`src/sv/epwa_pkg.sv`:
```
// ----------------------------------------------------------------------------
// Echo pulse width averager package
// Beat types, configuration defaults, register indexes and scaling constants.
// ----------------------------------------------------------------------------
package epwa_pkg;

  // Input beat: one tick sample or a start request.
  typedef struct packed {
    logic req_type;
    logic echo_level;
    logic slow_tick;
  } epwa_in_t;

  // Result beat: one finished measurement.
  typedef struct packed {
    logic [15:0] pulse_width;
    logic        timed_out;
    logic [14:0] distance;
  } epwa_out_t;

  // Configuration as seen by the measurement logic.
  typedef struct packed {
    logic [15:0] count_limit;
    logic [7:0]  timeout_ticks;
  } epwa_cfg_t;

  // Measurement phases.
  typedef enum logic [1:0] {
    PH_IDLE = 2'd0,
    PH_WAIT = 2'd1,
    PH_MEAS = 2'd2
  } phase_e;

  // Request codes carried in req_type.
  localparam logic REQ_TICK  = 1'b0;
  localparam logic REQ_START = 1'b1;

  // Register indexes (word address bit 2).
  localparam logic REG_COUNT_LIMIT   = 1'b0;
  localparam logic REG_TIMEOUT_TICKS = 1'b1;

  // Register reset values.
  localparam logic [15:0] COUNT_LIMIT_RST   = 16'd5000;
  localparam logic [7:0]  TIMEOUT_TICKS_RST = 8'd5;

  // floor(avg * 20 / 50) = floor(2 * avg / 5), done as a reciprocal multiply.
  // ceil(2^20 / 5) is exact for every 17-bit dividend.
  localparam int unsigned  DIST_SHIFT = 20;
  localparam logic [17:0]  DIST_RECIP = 18'd209716;

endpackage

```
`src/sv/epwa_regs.sv`:
```
// ----------------------------------------------------------------------------
// Echo pulse width averager configuration registers
// APB-style register file holding the count limit and the timeout ticks.
// ----------------------------------------------------------------------------
module epwa_regs (
  input  logic               clk_i,
  input  logic               rst_ni,
  input  logic               psel,
  input  logic               penable,
  input  logic               pwrite,
  input  logic [2:0]         paddr,
  input  logic [31:0]        pwdata,
  output logic [31:0]        prdata,
  output logic               pready,
  output epwa_pkg::epwa_cfg_t cfg_o
);

  logic [15:0] count_limit_q;
  logic [7:0]  timeout_ticks_q;
  logic        wr_en;

  // The port never inserts wait states.
  assign pready = 1'b1;
  assign wr_en  = psel & penable & pwrite;

  // Register writes, decoded on the word address.
  always_ff @(posedge clk_i or negedge rst_ni) begin
    if (!rst_ni) begin
      count_limit_q   <= epwa_pkg::COUNT_LIMIT_RST;
      timeout_ticks_q <= epwa_pkg::TIMEOUT_TICKS_RST;
    end else if (wr_en) begin
      case (paddr[2])
        epwa_pkg::REG_COUNT_LIMIT:   count_limit_q   <= pwdata[15:0];
        epwa_pkg::REG_TIMEOUT_TICKS: timeout_ticks_q <= pwdata[7:0];
        default: ;
      endcase
    end
  end

  // Read data.
  always_comb begin
    case (paddr[2])
      epwa_pkg::REG_COUNT_LIMIT:   prdata = {16'd0, count_limit_q};
      epwa_pkg::REG_TIMEOUT_TICKS: prdata = {24'd0, timeout_ticks_q};
      default:                     prdata = 32'd0;
    endcase
  end

  assign cfg_o.count_limit   = count_limit_q;
  assign cfg_o.timeout_ticks = timeout_ticks_q;

endmodule

```
`src/sv/epwa_meas.sv`:
```
// ----------------------------------------------------------------------------
// Echo pulse width averager measurement stage
// Phase tracking, width counting, the width ring and its running sum.
// ----------------------------------------------------------------------------
module epwa_meas #(
  parameter int unsigned SAMPLES = 20
) (
  input  logic                clk_i,
  input  logic                rst_ni,
  input  logic                adv_i,
  input  logic                in_valid_i,
  input  epwa_pkg::epwa_in_t  in_data_i,
  input  epwa_pkg::epwa_cfg_t cfg_i,
  output logic                s1_valid_o,
  output logic [15:0]         s1_width_o,
  output logic                s1_flag_o,
  output logic [16+$clog2(SAMPLES)-1:0] s1_sum_o
);

  localparam int unsigned SUM_W = 16 + $clog2(SAMPLES);
  localparam int unsigned PTR_W = (SAMPLES > 1) ? $clog2(SAMPLES) : 1;

  epwa_pkg::phase_e phase_q, phase_d;
  logic [15:0]      count_q, count_d;
  logic [7:0]       tleft_q, tleft_d;
  logic [PTR_W-1:0] ptr_q;
  logic [SUM_W-1:0] sum_q, sum_d;
  logic [15:0]      ring_q [SAMPLES];

  logic        go;
  logic        fin;
  logic        fin_flag;
  logic [15:0] fin_width;
  logic [15:0] cnt_inc;
  logic [7:0]  tl_dec;

  logic             s1_valid_q;
  logic [15:0]      s1_width_q;
  logic             s1_flag_q;
  logic [SUM_W-1:0] s1_sum_q;

  assign go = adv_i & in_valid_i;

  // Saturating count and the timeout decrement on a slow tick.
  assign cnt_inc = (count_q == 16'hFFFF) ? count_q : count_q + 16'd1;
  assign tl_dec  = (in_data_i.slow_tick && (tleft_q != 8'd0)) ? tleft_q - 8'd1 : tleft_q;

  // Phase machine for one beat.
  always_comb begin
    phase_d   = phase_q;
    count_d   = count_q;
    tleft_d   = tleft_q;
    fin       = 1'b0;
    fin_flag  = 1'b0;
    fin_width = count_q;
    if (in_data_i.req_type == epwa_pkg::REQ_START) begin
      phase_d = epwa_pkg::PH_WAIT;
      count_d = 16'd0;
      tleft_d = cfg_i.timeout_ticks;
    end else begin
      case (phase_q)
        epwa_pkg::PH_WAIT: begin
          if (in_data_i.echo_level) begin
            phase_d = epwa_pkg::PH_MEAS;
            count_d = 16'd0;
            tleft_d = cfg_i.timeout_ticks;
          end else if ((cnt_inc > cfg_i.count_limit) || (tl_dec == 8'd0)) begin
            phase_d = epwa_pkg::PH_MEAS;
            count_d = 16'd0;
            tleft_d = cfg_i.timeout_ticks;
          end else begin
            count_d = cnt_inc;
            tleft_d = tl_dec;
          end
        end
        epwa_pkg::PH_MEAS: begin
          tleft_d = tl_dec;
          if (!in_data_i.echo_level) begin
            fin       = 1'b1;
            fin_width = count_q;
            phase_d   = epwa_pkg::PH_IDLE;
          end else begin
            count_d = cnt_inc;
            if (cnt_inc > cfg_i.count_limit) begin
              fin       = 1'b1;
              fin_flag  = 1'b1;
              fin_width = cnt_inc;
              phase_d   = epwa_pkg::PH_IDLE;
            end else if (tl_dec == 8'd0) begin
              fin       = 1'b1;
              fin_flag  = 1'b1;
              fin_width = cfg_i.count_limit;
              phase_d   = epwa_pkg::PH_IDLE;
            end
          end
        end
        default: ;
      endcase
    end
  end

  // Running sum replaces the oldest ring entry with the new width.
  assign sum_d = sum_q - SUM_W'(ring_q[ptr_q]) + SUM_W'(fin_width);

  // Measurement state, ring and pointer.
  always_ff @(posedge clk_i or negedge rst_ni) begin
    if (!rst_ni) begin
      phase_q <= epwa_pkg::PH_IDLE;
      count_q <= 16'd0;
      tleft_q <= 8'd0;
      ptr_q   <= '0;
      sum_q   <= '0;
      for (int i = 0; i < SAMPLES; i++) begin
        ring_q[i] <= 16'd0;
      end
    end else if (go) begin
      phase_q <= phase_d;
      count_q <= count_d;
      tleft_q <= tleft_d;
      if (fin) begin
        sum_q         <= sum_d;
        ring_q[ptr_q] <= fin_width;
        ptr_q         <= (ptr_q == PTR_W'(SAMPLES - 1)) ? '0 : ptr_q + PTR_W'(1);
      end
    end
  end

  // Result stage register.
  always_ff @(posedge clk_i or negedge rst_ni) begin
    if (!rst_ni) begin
      s1_valid_q <= 1'b0;
    end else if (adv_i) begin
      s1_valid_q <= go & fin;
    end
  end

  always_ff @(posedge clk_i) begin
    if (adv_i) begin
      s1_width_q <= fin_width;
      s1_flag_q  <= fin_flag;
      s1_sum_q   <= sum_d;
    end
  end

  assign s1_valid_o = s1_valid_q;
  assign s1_width_o = s1_width_q;
  assign s1_flag_o  = s1_flag_q;
  assign s1_sum_o   = s1_sum_q;

endmodule

```
`src/sv/epwa_scale.sv`:
```
// ----------------------------------------------------------------------------
// Echo pulse width averager distance scaling
// Two multiply stages: sum / SAMPLES, then the 20/50 scale into the result.
// ----------------------------------------------------------------------------
module epwa_scale #(
  parameter int unsigned SAMPLES = 20
) (
  input  logic                clk_i,
  input  logic                rst_ni,
  input  logic                adv_i,
  input  logic                s1_valid_i,
  input  logic [15:0]         s1_width_i,
  input  logic                s1_flag_i,
  input  logic [16+$clog2(SAMPLES)-1:0] s1_sum_i,
  output logic                out_valid_o,
  output epwa_pkg::epwa_out_t out_data_o
);

  localparam int unsigned SUM_W  = 16 + $clog2(SAMPLES);
  localparam int unsigned SHIFT  = SUM_W + $clog2(SAMPLES);
  localparam int unsigned RCP_W  = SUM_W + 1;
  localparam int unsigned RECIP  = ((1 << SHIFT) + SAMPLES - 1) / SAMPLES;
  localparam int unsigned PROD_W = SUM_W + RCP_W;

  logic [PROD_W-1:0] avg_prod;
  logic [34:0]       dist_prod;
  logic [16:0]       avg_x2;

  logic        s2_valid_q;
  logic [15:0] s2_width_q;
  logic        s2_flag_q;
  logic [15:0] s2_avg_q;

  logic                out_valid_q;
  epwa_pkg::epwa_out_t out_q;

  // Average: exact floor(sum / SAMPLES) by a rounded-up reciprocal.
  assign avg_prod = PROD_W'(s1_sum_i) * PROD_W'(RCP_W'(RECIP));

  // Distance: floor(2 * avg / 5).
  assign avg_x2    = {s2_avg_q, 1'b0};
  assign dist_prod = 35'(avg_x2) * 35'(epwa_pkg::DIST_RECIP);

  // Valid bits for the two stages.
  always_ff @(posedge clk_i or negedge rst_ni) begin
    if (!rst_ni) begin
      s2_valid_q  <= 1'b0;
      out_valid_q <= 1'b0;
    end else if (adv_i) begin
      s2_valid_q  <= s1_valid_i;
      out_valid_q <= s2_valid_q;
    end
  end

  // Payload registers.
  always_ff @(posedge clk_i) begin
    if (adv_i) begin
      s2_width_q        <= s1_width_i;
      s2_flag_q         <= s1_flag_i;
      s2_avg_q          <= avg_prod[SHIFT +: 16];
      out_q.pulse_width <= s2_width_q;
      out_q.timed_out   <= s2_flag_q;
      out_q.distance    <= dist_prod[epwa_pkg::DIST_SHIFT +: 15];
    end
  end

  assign out_valid_o = out_valid_q;
  assign out_data_o  = out_q;

endmodule

```
`src/sv/echo_pulse_width_averager_top.sv`:
```
// Result: after the input register takes the finishing beat, it passes the ring update, average and scale registers.
// Throughput: one input beat per cycle; the four-register pipeline (input, ring update,
// average multiply, scale multiply) advances whenever the output register is free or taken.
// A held result stalls the whole pipeline, so in_ready_o follows out_ready_i in that case.
// Reset clears the phase to idle, the width ring, pointer and running sum to zero, and
// loads count_limit = 5000 and timeout_ticks = 5.
// ----------------------------------------------------------------------------
// Echo pulse width averager top level
// Times ultrasonic echo pulses and reports the width with an averaged distance.
// ----------------------------------------------------------------------------
module echo_pulse_width_averager_top #(
  parameter int unsigned SAMPLES = 20
) (
  input  logic                clk_i,
  input  logic                rst_ni,
  input  logic                in_valid_i,
  output logic                in_ready_o,
  input  epwa_pkg::epwa_in_t  in_data_i,
  output logic                out_valid_o,
  input  logic                out_ready_i,
  output epwa_pkg::epwa_out_t out_data_o,
  input  logic                psel,
  input  logic                penable,
  input  logic                pwrite,
  input  logic [2:0]          paddr,
  input  logic [31:0]         pwdata,
  output logic [31:0]         prdata,
  output logic                pready
);

  localparam int unsigned SUM_W = 16 + $clog2(SAMPLES);

  epwa_pkg::epwa_cfg_t cfg;
  epwa_pkg::epwa_in_t  in_q;
  logic                in_valid_q;
  logic                adv;
  logic                s1_valid;
  logic [15:0]         s1_width;
  logic                s1_flag;
  logic [SUM_W-1:0]    s1_sum;

  // The pipeline moves when the output register can take a new beat.
  assign adv        = ~out_valid_o | out_ready_i;
  assign in_ready_o = adv;

  // Input register.
  always_ff @(posedge clk_i or negedge rst_ni) begin
    if (!rst_ni) begin
      in_valid_q <= 1'b0;
    end else if (adv) begin
      in_valid_q <= in_valid_i;
    end
  end

  always_ff @(posedge clk_i) begin
    if (adv) begin
      in_q <= in_data_i;
    end
  end

  epwa_regs u_regs (
    .clk_i   (clk_i),
    .rst_ni  (rst_ni),
    .psel    (psel),
    .penable (penable),
    .pwrite  (pwrite),
    .paddr   (paddr),
    .pwdata  (pwdata),
    .prdata  (prdata),
    .pready  (pready),
    .cfg_o   (cfg)
  );

  epwa_meas #(
    .SAMPLES (SAMPLES)
  ) u_meas (
    .clk_i      (clk_i),
    .rst_ni     (rst_ni),
    .adv_i      (adv),
    .in_valid_i (in_valid_q),
    .in_data_i  (in_q),
    .cfg_i      (cfg),
    .s1_valid_o (s1_valid),
    .s1_width_o (s1_width),
    .s1_flag_o  (s1_flag),
    .s1_sum_o   (s1_sum)
  );

  epwa_scale #(
    .SAMPLES (SAMPLES)
  ) u_scale (
    .clk_i       (clk_i),
    .rst_ni      (rst_ni),
    .adv_i       (adv),
    .s1_valid_i  (s1_valid),
    .s1_width_i  (s1_width),
    .s1_flag_i   (s1_flag),
    .s1_sum_i    (s1_sum),
    .out_valid_o (out_valid_o),
    .out_data_o  (out_data_o)
  );

endmodule
```
`config.mk`:
```
export PLATFORM = sky130hd
export DESIGN_NAME = echo_pulse_width_averager_top
export DESIGN_NICKNAME = d
export VERILOG_FILES = /design/src/sv/epwa_pkg.sv /design/src/sv/epwa_regs.sv /design/src/sv/epwa_meas.sv /design/src/sv/epwa_scale.sv /design/src/sv/echo_pulse_width_averager_top.sv
export SDC_FILE = /design/constraint.sdc
export NUM_CORES = 2
export LEC_CHECK = 0
export BUFFER_PORTS_ARGS = -buffer_cell sky130_fd_sc_hd__buf_2
export CAP_MARGIN = 40
export CORE_MARGIN = 10
export CORE_UTILIZATION = 40
export CTS_CLUSTER_SIZE = 28
export DETAILED_ROUTE_END_ITERATION = 12
export SYNTH_ARGS = -nofsm -noshare
export SYNTH_HDL_FRONTEND = slang
export SYNTH_SLANG_ARGS = --single-unit
export TNS_END_PERCENT = 20
```
`constraint.sdc`:
```
create_clock -name clk_i -period 18.8 [get_ports clk_i]
set_clock_uncertainty 0.15 [all_clocks]
set_input_delay 1.88 -clock clk_i [delete_from_list [all_inputs] [get_ports clk_i]]
set_output_delay 1.88 -clock clk_i [all_outputs]
set_load 0.02 [all_outputs]
```
# Word level (Yosys, flattened, before mapping)
# Index checks and enable logic that the tools add are counted.
# totals
in_bits	45
reg_bits	506
output_inout_bits	67
elab_cells	119
# op_classes
n_bitwise	10
order_cmp	3
mul	2
muxes	36
n_addsub	5
reduce_logical	13
eq_ne	7
# op_table
operator	count
$bwmux 320	1
$mux 16	13
$bmux 16 s5	1
$demux 16 s5	1
$pmux 32 s2	1
$mul 21x20->40 const B	1
$mul 16x16->32 const B	1
$mux 8	4
$pmux 16 s2	1
$add 21x16->21	1
$sub 21x16->21	1
$add 16x1->16 const B	1
$eq 16x16->1 const B	1
$gt 16x16->1	1
$pmux 8 s2	1
$mux 2	6
$logic_not 8->1	1
$reduce_and 2->1	4
$reduce_bool 8->1	1
$sub 8x1->8 const B	1
$ge 6x6->1 const B	1
$lt 6x1->1 const B	1
$not 5->6	1
$add 5x1->5 const B	1
18 further kinds	29

# Logic depth before layout (Yosys ltp)
# logic_depth
word_depth	10
depth_mapped	31
mapped_depth_nobuf	28

# Hierarchy
# Synthesis repeated with hierarchy kept, for this count alone.
# unflattened
cells_unflattened	3261
area_unflattened_um2	36301.1
# modules_own_cells
mod	area_each_um2	cells_per_inst	n_inst	seq_area_each_um2
epwa_meas	21109.0	1910	1	10475.0
epwa_scale	13792.0	1257	1	2001.9
epwa_regs	1256.2	88	1	609.3
echo_pulse_width_averager_top	143.9	6	1	115.1

# Least setup slack after synthesis
# OpenSTA, ideal clock, no wires.
# synth_path
kind	input -> output
startpoint	input out_ready_i
endpoint	output in_ready_o
t_arrival_ns	5.150
path_slack_ns	11.620
stages	2
n_path_buf	1
t_required_ns	16.770
path_cell_list	nand2b_1 clkbuf_1
# synth_via
elab_chain_cells	1
# synth_lines
element	line_no	rtl
start: declaration	echo_pulse_width_averager_top.sv:20	input logic out_ready_i,
$or 1x1->1	echo_pulse_width_averager_top.sv:43	assign adv = ~out_valid_o | out_ready_i;
end: declaration	echo_pulse_width_averager_top.sv:17	output logic in_ready_o,
# No other way between the ends.

# Worst setup path after layout
# layout_path
startpoint	register u_meas.count_q[0]
endpoint	register u_meas.s1_sum_q[20], in the netlist u_meas.s1_sum_o[20], data pin
# layout_via
elab_chain_cells	8
elab_cells_between_ends	10
classes_between	2 x add/sub; 1 x order compare; 1 x eq/ne; 6 x mux
# layout_lines
element	line_no	rtl
start: declaration	epwa_meas.sv:24	logic [15:0] count_q, count_d;
start signal: assignment	epwa_meas.sv:118	count_q <= count_d;
$add 16x1->16 or $eq 16x16->1 (tied branches)	epwa_meas.sv:45	assign cnt_inc = (count_q == 16'hFFFF) ? count_q : count_q + 16'd1;
$mux 16 *	epwa_meas.sv:45	
$gt 16x16->1	epwa_meas.sv:84	if (cnt_inc > cfg_i.count_limit) begin
$mux 16 *	epwa_meas.sv:84	
$mux 16 *	epwa_meas.sv:78	if (!in_data_i.echo_level) begin
$mux 16 *	epwa_meas.sv:61	case (phase_q)
$mux 16 *	epwa_meas.sv:56	if (in_data_i.req_type == epwa_pkg::REQ_START) begin
net u_meas.fin_width[1]	epwa_meas.sv:33	logic [15:0] fin_width;
$add 21x16->21 *	epwa_meas.sv:103	assign sum_d = sum_q - SUM_W'(ring_q[ptr_q]) + SUM_W'(fin_width);
net u_meas.sum_d[20]	epwa_meas.sv:27	logic [SUM_W-1:0] sum_q, sum_d;
end signal: assignment	epwa_meas.sv:141	s1_sum_q <= sum_d;
end: declaration	epwa_meas.sv:40	logic [SUM_W-1:0] s1_sum_q;
# The timed path passes the listed nets; every way through them passes the cells marked *.
# A chain may end at the register's enable or synchronous reset.

==> out/results.tsv <==
stage	metric	value	unit
cells_and_area	FF+latch area	13200	um2
clocking	CTS tree	yes	
synthesis	Mean Syn Cell Area	11.0	um2
floorplanning	full die area	98700	um2
worst_setup_path	cell mode on critical path	inv_1	
global_routing	first-pass GRT wire length	130000	um
worst_setup_path	CP max stage cell	fa_1	
timing	post-layout min period	8.13	ns
routing	drt first pass iters	5	
floorplanning	core area	85500	um2
cells_and_area	most common cell after layout, fill and taps aside	inv_1	
clocking	H-tree Lvls	2	
cells_and_area	n_diodes	0	
timing	Slew Limit Fails	0	
run	Max Cap Violations	0	
clocking	CTS Sinks	506	
cells_and_area	number of fill cells	8051	
floorplanning	Die W	314	um
floorplanning	# IOs	112	
clocking	post_cts resized	0	
routing	DRC viols	0	
synthesis	post-synthesis cell count	3156	
timing	Slew @ Worst Pin	0.966	ns
synthesis	Seq/Total Area, Yosys	38.1	%
routing	total number of vias	22200	
synthesis	ys flop type	dfrtp_1	
worst_setup_path	Req. time, crit path	19.00	ns
clocking	Clock Path Buffers	3	
global_routing	vias in the first global route	23300	
timing	Final TNS setup	0	ns
worst_setup_path	CP Buf/Inv Count	5	
placement	hpwl dp	57400	um
worst_setup_path	Crit. End Element	flip-flop	
worst_setup_path	startpoint types	flip-flop	
timing	Period Utilization, post-route	43.3	%
run_status	status	finished, final reports clean	
worst_setup_path	Worst Path Class, Setup	reg2reg	
floorplanning	FP Rows	107	
floorplanning	Initial Util	40.5	%
timing	Fmax	123	MHz
cells_and_area	fraction of layout cells with a size suffix above 1	13.0	%
clocking	hold buffer count at CTS	0	
worst_hold_path	WHS Path Cells	0	
clocking	Num CTS Buffers	55	
floorplanning	Die Y	314	um
clocking	Worst-path clk slew	0.08	ns
global_routing	Overflow after GRT	0	
worst_setup_path	Critical Path Fanout Max	21	
synthesis	synth warn	0	
placement	Final GP Congestion	0.837	
placement	# port buffers	76	
synthesis	EDFF count, synth	106	
timing	Slew headroom	35.6	%
cells_and_area	nets	3857	
worst_setup_path	Crit path largest cell delay	0.52	ns
cells_and_area	area of the multi-input gates	19100	um2
clocking	setup bufs post-CTS	0	
synthesis	leading area contributor after synthesis	dfrtp_1	
timing	final setup vio count	0	
global_routing	largest net degree at the start of global routing	165	
clocking	Root Driver	clkbuf_16	
synthesis	ys async rst share	79.1	%
worst_setup_path	critical path arrival	8.33	ns
routing	drt first-iter violations	1280	
worst_setup_path	cells on worst reg2reg path	27	
routing	wire per inst	18.2	um
synthesis	top cells by area, synth	dfrtp_1 28%, fa_1 14%, ha_1 13%, edfxtp_1 9.2%, mux4_2 5.2%	
worst_setup_path	critical path depth	27	
worst_setup_path	CP top delay family	compound AO/OA/AOI/OAI gates	
synthesis	Seq cells post-synth	506	
synthesis	Synth cell types	74	
routing	number of nets with antenna violations after routing	0	
cells_and_area	Layout area overhead	10.6	%
routing	Routed WL	79900	um
clocking	worst skew pair latency	0.62	ns
synthesis	Yosys top cell area share	28.4	%
global_routing	gr usage total	16.4	%
timing	Final Hold Viols	0	
timing	RSZ-0062 raised after global routing	false	
routing	Via-to-Cell Ratio	5.08	
synthesis	Mapped Area	34600	um2
cells_and_area	most frequent cells in the layout	452 x inv_1, 391 x dfrtp_1, 373 x nand2_1	
global_routing	initial antenna violation count	0	
worst_hold_path	Worst Hold Class	reg2reg	
per-layer routing:
layer / GRT usage, % / part of all wire [%]
met5: 0 / 0
met1: 22.8 / 47
met4: 3.36 / 1.7
met2: 27.1 / 47
met3: 2.32 / 4.0
stage by stage:
stage	hold WS, ns	cells	util, %	area, um2	setup WS, ns
floorplan	0.250	3171	-	34700	11.62
global placement	0.252	4277	42.4	36300	10.83
detailed placement	0.255	4282	42.5	36400	10.79
CTS	0.248	4381	44.8	38300	10.77
global route	0.263	4381	44.8	38300	10.11
finish	0.252	4381	44.8	38300	10.67
cell type report:
cell class	instances	area share, %
clock buffer	73	4.09
timing repair buffer	136	2.45
tap	1144	3.74
inverter	452	4.43
clock inverter	26	0.876
multi-input combinational	2044	49.9
sequential	506	34.5
Yosys cell counts (8+ instances only):
cell type and instances:
nand2b_1 12, o21ai_0 138, o22ai_1 12, nor2b_1 16
nor3_1 15, dfrtp_1 393, inv_1 452, xnor2_1 44
buf_4 22, a22oi_1 33, buf_1 10, o21ai_1 224
a31oi_1 10, a21oi_1 53, edfxtp_1 106, a21o_1 33
fa_1 245, nand3_1 31, buf_2 20, ha_1 372
nand4_1 18, a211oi_1 9, o31ai_1 16, and3_1 13
mux2_2 73, o22a_1 13, nand4b_1 14, nand2_1 373
mux4_2 80, a221oi_1 8, nor2_1 65, xor2_1 27
clkbuf_1 112
worst paths after layout:
check                                      start                     end  slack (ns)
setup / recovery               u_meas.count_q[0]     u_meas.s1_sum_o[20]       10.67
hold / removal             u_scale.s2_width_q[7]  u_scale.out_data_o[23]        0.25
setup reg to reg               u_meas.count_q[0]     u_meas.s1_sum_o[20]       10.67
hold reg to reg            u_scale.s2_width_q[7]  u_scale.out_data_o[23]        0.25
max in group asynchronous                 rst_ni      u_meas.ring_q[306]       15.33
min in group asynchronous                 rst_ni       u_meas.ring_q[34]        1.17
flip-flops by register name, summed over array words and instances (netlist names):
signal / cells
u_meas.ring_q: 320
in_valid_q: 1
in_q: 3
u_regs.count_limit_q: 16
u_meas.s1_flag_o: 1
u_meas.phase_q: 2
u_scale.s2_valid_q: 1
u_scale.out_data_o: 32
u_meas.tleft_q: 8
u_meas.s1_width_o: 16
u_scale.s2_flag_q: 1
u_scale.s2_width_q: 16
u_meas.sum_q: 21
u_meas.s1_sum_o: 21
u_scale.out_valid_o: 1
u_meas.s1_valid_o: 1
u_meas.ptr_q: 5
u_scale.s2_avg_q: 16
u_regs.timeout_ticks_q: 8
u_meas.count_q: 16
kinds of logic (layout without fill, tap and decap cells):
| group | after synthesis | in the layout | share of synthesized area, % |
|---|---|---|---|
| AOI/OAI and AO/OA | 603 | 603 | 10.3 |
| DFF | 506 | 506 | 38.1 |
| adders and majority gates | 617 | 617 | 27.6 |
| and+or+nand+nor | 582 | 582 | 7.41 |
| buffers and inverters | 621 | 687 | 7.08 |
| muxes | 154 | 154 | 7.61 |
| other | 2 | 17 | 0.0217 |
| xor gates and xnor gates | 71 | 71 | 1.80 |
Power is not shown: default switching activity piles up to over one toggle a cycle in this logic, so the estimate is an artifact.
